<file path="config.mk">
export PLATFORM = sky130hd
export DESIGN_NAME = cia_ctrl
export DESIGN_NICKNAME = d
export VERILOG_FILES = /design/src/cia_pkg.sv /design/src/cia_ctrl.sv
export SDC_FILE = /design/constraint.sdc
export NUM_CORES = 1
export LEC_CHECK = 0
export ABC_AREA = 1
export BUFFER_PORTS_ARGS = -buffer_cell sky130_fd_sc_hd__buf_2
export CORE_AREA = 2 2 39 41
export CTS_CLUSTER_SIZE = 12
export DETAILED_ROUTE_END_ITERATION = 8
export DIE_AREA = 0 0 41 43
export GPL_TIMING_DRIVEN = 0
export PLACE_DENSITY = 0.65
export SETUP_SLACK_MARGIN = 0.4
export SYNTH_ARGS = -nofsm -noshare
export SYNTH_HDL_FRONTEND = slang
export SYNTH_SLANG_ARGS = --single-unit
</file>
<file path="constraint.sdc">
create_clock -name clk -period 1.2 [get_ports clk]
set_clock_uncertainty 0.1 [all_clocks]
set_input_delay 0.06 -clock clk [delete_from_list [all_inputs] [get_ports clk]]
set_output_delay 0.06 -clock clk [all_outputs]
set_load 0.005 [all_outputs]
</file>
<file path="src/cia_pkg.sv">
`default_nettype none
package cia_pkg;

  typedef enum logic [4:0] {
    OP_ADD = 5'd0, OP_SUB = 5'd1, OP_MUL = 5'd2, OP_DIV = 5'd3, OP_MOD = 5'd4,
    OP_POW = 5'd5, OP_NEG = 5'd6, OP_BITNOT = 5'd7, OP_AND = 5'd8, OP_OR = 5'd9,
    OP_XOR = 5'd10, OP_SHL = 5'd11, OP_SHR = 5'd12, OP_USHR = 5'd13, OP_NOT = 5'd14,
    OP_LAND = 5'd15, OP_LOR = 5'd16, OP_WIDEN = 5'd17, OP_EQ = 5'd18, OP_NE = 5'd19,
    OP_LT = 5'd20, OP_LE = 5'd21, OP_GT = 5'd22, OP_GE = 5'd23
  } op_t;

  typedef enum logic [3:0] {
    ST_IDLE, ST_DECODE, ST_DIV, ST_DIV_FIX, ST_POW_MUL, ST_POW_CHK,
    ST_POW_SQ, ST_POW_SQCHK, ST_CVT_A, ST_CVT_B, ST_CMP, ST_DONE
  } state_t;

  typedef struct packed {
    logic load;
    logic decode;
    logic div_step;
    logic div_fix;
    logic pow_mul;
    logic pow_mul_chk;
    logic pow_sq;
    logic pow_sq_chk;
    logic cvt_a;
    logic cvt_b;
    logic cmp;
  } cmd_t;

  typedef struct packed {
    logic fast;
    logic is_div;
    logic is_pow;
    logic is_cvt;
    logic is_cmp;
    logic div_last;
    logic pow_more;
    logic pow_err;
  } status_t;

endpackage
`default_nettype wire

</file>
<file path="src/cia_ctrl.sv">
`default_nettype none
module cia_ctrl (
  input  wire logic            clk,
  input  wire logic            rst,
  input  wire logic            in_valid,
  output logic                 in_ready,
  output logic                 out_valid,
  input  wire logic            out_ready,
  input  wire cia_pkg::status_t sts,
  output cia_pkg::cmd_t        cmd
);

  cia_pkg::state_t state, state_next;

  always_ff @(posedge clk) begin
    if (rst) state <= cia_pkg::ST_IDLE;
    else state <= state_next;
  end

  always_comb begin
    state_next = state;
    unique case (state)
      cia_pkg::ST_IDLE: if (in_valid) state_next = cia_pkg::ST_DECODE;
      cia_pkg::ST_DECODE: begin
        if (sts.fast) state_next = cia_pkg::ST_DONE;
        else if (sts.is_div) state_next = cia_pkg::ST_DIV;
        else if (sts.is_pow) state_next = cia_pkg::ST_POW_MUL;
        else state_next = cia_pkg::ST_CVT_A;
      end
      cia_pkg::ST_DIV: if (sts.div_last) state_next = cia_pkg::ST_DIV_FIX;
      cia_pkg::ST_DIV_FIX: state_next = cia_pkg::ST_DONE;
      cia_pkg::ST_POW_MUL: state_next = cia_pkg::ST_POW_CHK;
      cia_pkg::ST_POW_CHK: begin
        if (sts.pow_err || !sts.pow_more) state_next = cia_pkg::ST_DONE;
        else state_next = cia_pkg::ST_POW_SQ;
      end
      cia_pkg::ST_POW_SQ: state_next = cia_pkg::ST_POW_SQCHK;
      cia_pkg::ST_POW_SQCHK: begin
        if (sts.pow_err) state_next = cia_pkg::ST_DONE;
        else state_next = cia_pkg::ST_POW_MUL;
      end
      cia_pkg::ST_CVT_A: state_next = cia_pkg::ST_CVT_B;
      cia_pkg::ST_CVT_B:
        state_next = sts.is_cmp ? cia_pkg::ST_CMP : cia_pkg::ST_DONE;
      cia_pkg::ST_CMP: state_next = cia_pkg::ST_DONE;
      cia_pkg::ST_DONE: if (out_ready) state_next = cia_pkg::ST_IDLE;
      default: state_next = cia_pkg::ST_IDLE;
    endcase
  end

  always_comb begin
    cmd = '0;
    in_ready = 1'b0;
    out_valid = 1'b0;
    unique case (state)
      cia_pkg::ST_IDLE: begin
        in_ready = 1'b1;
        cmd.load = in_valid;
      end
      cia_pkg::ST_DECODE: cmd.decode = 1'b1;
      cia_pkg::ST_DIV: cmd.div_step = 1'b1;
      cia_pkg::ST_DIV_FIX: cmd.div_fix = 1'b1;
      cia_pkg::ST_POW_MUL: cmd.pow_mul = 1'b1;
      cia_pkg::ST_POW_CHK: cmd.pow_mul_chk = 1'b1;
      cia_pkg::ST_POW_SQ: cmd.pow_sq = 1'b1;
      cia_pkg::ST_POW_SQCHK: cmd.pow_sq_chk = 1'b1;
      cia_pkg::ST_CVT_A: cmd.cvt_a = 1'b1;
      cia_pkg::ST_CVT_B: cmd.cvt_b = 1'b1;
      cia_pkg::ST_CMP: cmd.cmp = 1'b1;
      cia_pkg::ST_DONE: out_valid = 1'b1;
      default: ;
    endcase
  end

endmodule
`default_nettype wire

</file>
**Word-level counts from Yosys, hierarchy flattened**

Index checks and enable logic that the tools add are counted.

- Bits in registers: 4
- Input bits: 12
- Memories kept: 0
- Bits in writable memories: 0
- Memory bits (read-only): 0
- Output and inout bits: 13
- Latch bits: 0

- Add/sub/neg operators: 0
- Multiplexer cells: 23
- Eq/ne operators: 14
- Shifts and indexed selects: 0
- Reduce and logical (&&, ||, !) cells: 5
- Divide/modulo/power cells: 0
- Bitwise gates (word level): 0
- $mul: 0
- Order comparisons: 0

Operators with widths:

| cell | count |
|---|---|
| case mux 4 bit (11 select lines) | 1 |
| 2-to-1 mux 4 bit | 8 |
| equality test 4 x 3 -> 1 bit, second input constant | 4 |
| equality test 4 bit, second input constant | 4 |
| 2-to-1 mux 1 bit | 14 |
| equality test 4 x 2 -> 1 bit, second input constant | 2 |
| != test 2 bit, second input constant | 3 |
| equality test 4 x 1 -> 1 bit, second input constant | 1 |
| zero test 4 bit | 1 |
| AND reduction 3 bit | 1 |
| OR reduction 2 bit | 1 |
| zero test 1 bit | 1 |
| logical OR 1 bit | 1 |

**Longest topological paths before layout**

- Word-level depth: 4
- Mapped depth: 9
- Gate-level depth less buffers: 9

**Least setup slack after synthesis**

OpenSTA, ideal clock, no wires.

- Path type: flip-flop to flip-flop
- Start point: register state[0]
- End point: register state[1]
- Path slack: -0.034 ns
- Path buffers: 0
- Cell stages (with the launch flop): 10
- Arrival time: 1.018 ns
- Required time: 0.984 ns
- Cell sequence: dfxtp_1 -> inv_1 -> nand2_1 -> inv_1 -> nand2_1 -> nand2_1 -> nor2_1 -> nand3_1 -> nand2_1 -> a21oi_1

- Longest elaborated chain between the ends: 3
- Elaborated cells between the ends (all ways): 18

Ends and longest elaborated chain:

| item | line | source |
|---|---|---|
| from (decl) | cia_ctrl.sv:13 | `cia_pkg::state_t state, state_next;` |
| from (signal assigned) | cia_ctrl.sv:16 | `if (rst) state <= cia_pkg::ST_IDLE;` |
| from (signal assigned) | cia_ctrl.sv:17 | `else state <= state_next;` |
| equality test 4 bit (tied with other cells) | cia_ctrl.sv:22 | `unique case (state)` |
| OR reduction 2 bit (no line) or != test 2 bit (tied branches) | n/a |  |
| case mux 4 bit (11 select lines) or AND reduction 3 bit (tied branches) | n/a |  |

Parallel ways exist; a longest one is shown, timed or not.
A chain may end at the register's enable or synchronous reset.

**Worst setup path in the final report**

- Start point: register state[0]
- End point: register state[0]

Same word-level chain as after synthesis.

==> run_results.csv <==
group,metric,value,unit
timing,maxSlewHeadroom,87.8,%
pwr,total_leakage_power,0.468,nW
clock_network,clk_latency,0.24,ns
floorplan,io-pin-count,25,
global_routing,grt_usage,18.5,%
floorplan,die_area,1760,um2
clock_network,hold_buffers,1,
synth,ys_seq_area_share,18.3,%
route,viasPerCell,4.58,
synth,yosys.area_share.xor_xnor,0,%
worst_setup_path,worstPathRequired,1.23,ns
layout,fin_cells,130,
placement,io_buffer_count,23,
synth,synth_compound_area_share,9.43,%
timing,final.min_clock_period,1.26,ns
floorplan,start_util,31.6,%
clock_network,clkTransAtPathRegs,0.04,ns
layout,nets,127,
route,drc,0,
layout,diodes,0,
timing,post-route-period-util,105,%
synth,yosys.area_share.simple,55.1,%
pwr,pwr-share-comb,66.0,%
layout,largest-register,"state",
floorplan,chipWidth,41,um
layout,largest_reg_flops,4,
clock_network,cts_made_buffers,3,
layout,seqCellArea,95.1,um2
clock_network,post_cts_buffers,0,
synth,synth_top_area_share,21.4,%
placement,pre_cts_ws,-0.106,ns
pwr,ir_drop,1.47,mV
pwr,pwr-share-clk,10.8,%
placement,gp_congestion,0.838,
floorplan,rows,14,
clock_network,clockBufferDepth,2,
timing,fin_ws,-0.0578,ns
layout,final_layout_size_suffix_gt1_share,59.6,%
worst_setup_path,cp-start-kind,"flop",
synth,syn_area,438,um2
synth,yosysTopAreaCell,"nand2_1",
pwr,swShare,52.7,%
timing,worstMarginPinSlew,0.183,ns
route,firstDrtPassIters,3,
synth,yosysUniqueCellTypes,14,
timing,final-hold-violation-count,2,
clock_network,cts_tree,"yes",
hold_path,min_path_type,"input pin to flop",
route,final_antenna_net_count,0,
synth,synth_area_leaders,"nand2_1 21%, dfxtp_1 18%, inv_1 16%",
floorplan,core,1380,um2
placement,placed_area,623,um2
global_routing,grt_max_degree,8,
pwr,net-switching-power,0.000898,W
layout,multiInputGateArea,418,um2
global_routing,grt_pass1_wl,2230,um
synth,ys_warn_count,0,
layout,reg_top3,"state x4",
pwr,p_per_area,2160,nW/um2
timing,finalMaxSlewViolations,0,
layout,area_delta_synth_final,79.7,%
placement,dp_hpwl,1050,um
global_routing,grt.overflow.total,0,
clock_network,clkSinkCount,4,
floorplan,die_y,43,um
layout,fillers,139,
route,num_vias,595,
global_routing,grt_pass1_vias,557,
timing,rsz0062_at_grt,"yes",
timing,max_freq,795,MHz
route,first_iter_violations,5,
layout,fin_area,787,um2
status,violations,"negative hold slack, negative setup slack",
synth,netlist_instances,86,
synth,synthMuxAreaShare,0,%
route,wl_per_cell,10.7,um
synth,syn_nets,98,
clock_network,cts_root_buffer,"clkbuf_4",
global_routing,antenna_found_initial,0,
synth,ys_seq_elements,4,
status,status,"finished with violations",
worst_setup_path,arrival,1.28,ns
flow_run,maxCapViolations,0,
clock_network,htree_levels,1,
worst_setup_path,worstSetupPathType,"flop to flop",
placement,dp_cells,125,
worst_setup_path,cp_max_fo,5,
synth,avgSynthCellArea,5.09,um2
pwr,intPower,0.000806,W
synth,synth_fa_ha_area_share,0,%
worst_setup_path,worstSetupEndpointType,"flop",
timing,setup_viol,7,
pwr,seq_power_share,23.2,%
route,finalWirelength,1390,um
timing,whs,-0.0197,ns
synth,synth_top_family_by_area,"simple AND/OR/NAND/NOR gates",
-- cell families after synthesis --
group                  after synthesis
buffers and inverters               20
AO/OA/AOI/OAI                        6
flip-flops                           4
AND/OR/NAND/NOR                     56
-- what timing repair did --
action                                  CTS  global route
endpoints found under the setup margin   17            17
endpoints found under the hold margin     2             1
gates resized for setup                  18            20
pin swaps                                 5             6
-- power groups by stage --
stage                     clock (W)  combinational [W]  sequential [W]
final                      0.000184            0.00112        0.000396
after global routing       0.000206            0.00126        0.000406
after CTS                  0.000194           0.000981        0.000375
after detailed placement          0           0.000884        0.000332
after global placement            0           0.000870        0.000332
after floorplan                   0           0.000647        0.000305
-- cell usage after synthesis, drive strengths merged --
cell type   n
a21oi       4
dfxtp       4
inv        20
nand2      29
nand3       5
nor2       20
nor3        2
o21ai       1
o221ai      1
-- cells in the final DEF (no fill, tap or decap), types with 2 or more instances in the layout --
master     n
a21oi_2    3
buf_2     21
buf_6      2
clkbuf_4   3
dfxtp_4    4
inv_1     12
inv_2      5
nand2_1   15
nand2_2    8
nand2_4    5
nand3_1    4
nor2_1    10
nor2_2     2
nor2_4     8
nor3_1     2
-- layout make-up --
class	count	area share, %
clock buffers	4	3.34
flip-flops and latches	4	12.1
repair buffers	24	17.5
well taps	16	2.54
inverters	20	11.4
multi-input cells	62	53.1
-- stage by stage --
stage                     TNS, ns  util [%]  hold slack, ns  total power (W)
final                      -0.219      56.9         -0.0197          0.00170
after global routing       -0.968      56.9        -0.00932          0.00187
after CTS                  -0.239      52.1         -0.0296          0.00155
after detailed placement   -0.326      45.0           0.151          0.00122
after global placement     -0.331      45.0           0.142          0.00120
after floorplan                 0         -          0.0133         0.000952
-- per-layer routing --
layer	global-route usage, %	up-vias	wire length, um
li1	-	318	-
met1	22.0	262	563
met2	30.6	15	777
met3	6.28	0	47
met4	4.00	0	0
met5	0	-	0
-- worst paths after layout --
kind,start,depth (start not counted),to,slack [ns]
worst max-delay path,state[0],9,state[0],-0.06
worst min register to register,state[3],4,state[0],0.59
worst max register to register,state[0],9,state[0],-0.06
worst min-delay path,rst,4,state[2],-0.02
-- worst max-delay path, stage by stage (launching register included) --
cell,delay (ns)
dfxtp_4,0.42
inv_6,0.06
nand2_4,0.08
inv_2,0.04
nand2_2,0.07
nand3_1,0.08
nor2_1,0.09
nand2_1,0.06
nand2_1,0.09
a21oi_2,0.05
(Power assumes the default switching activity.)
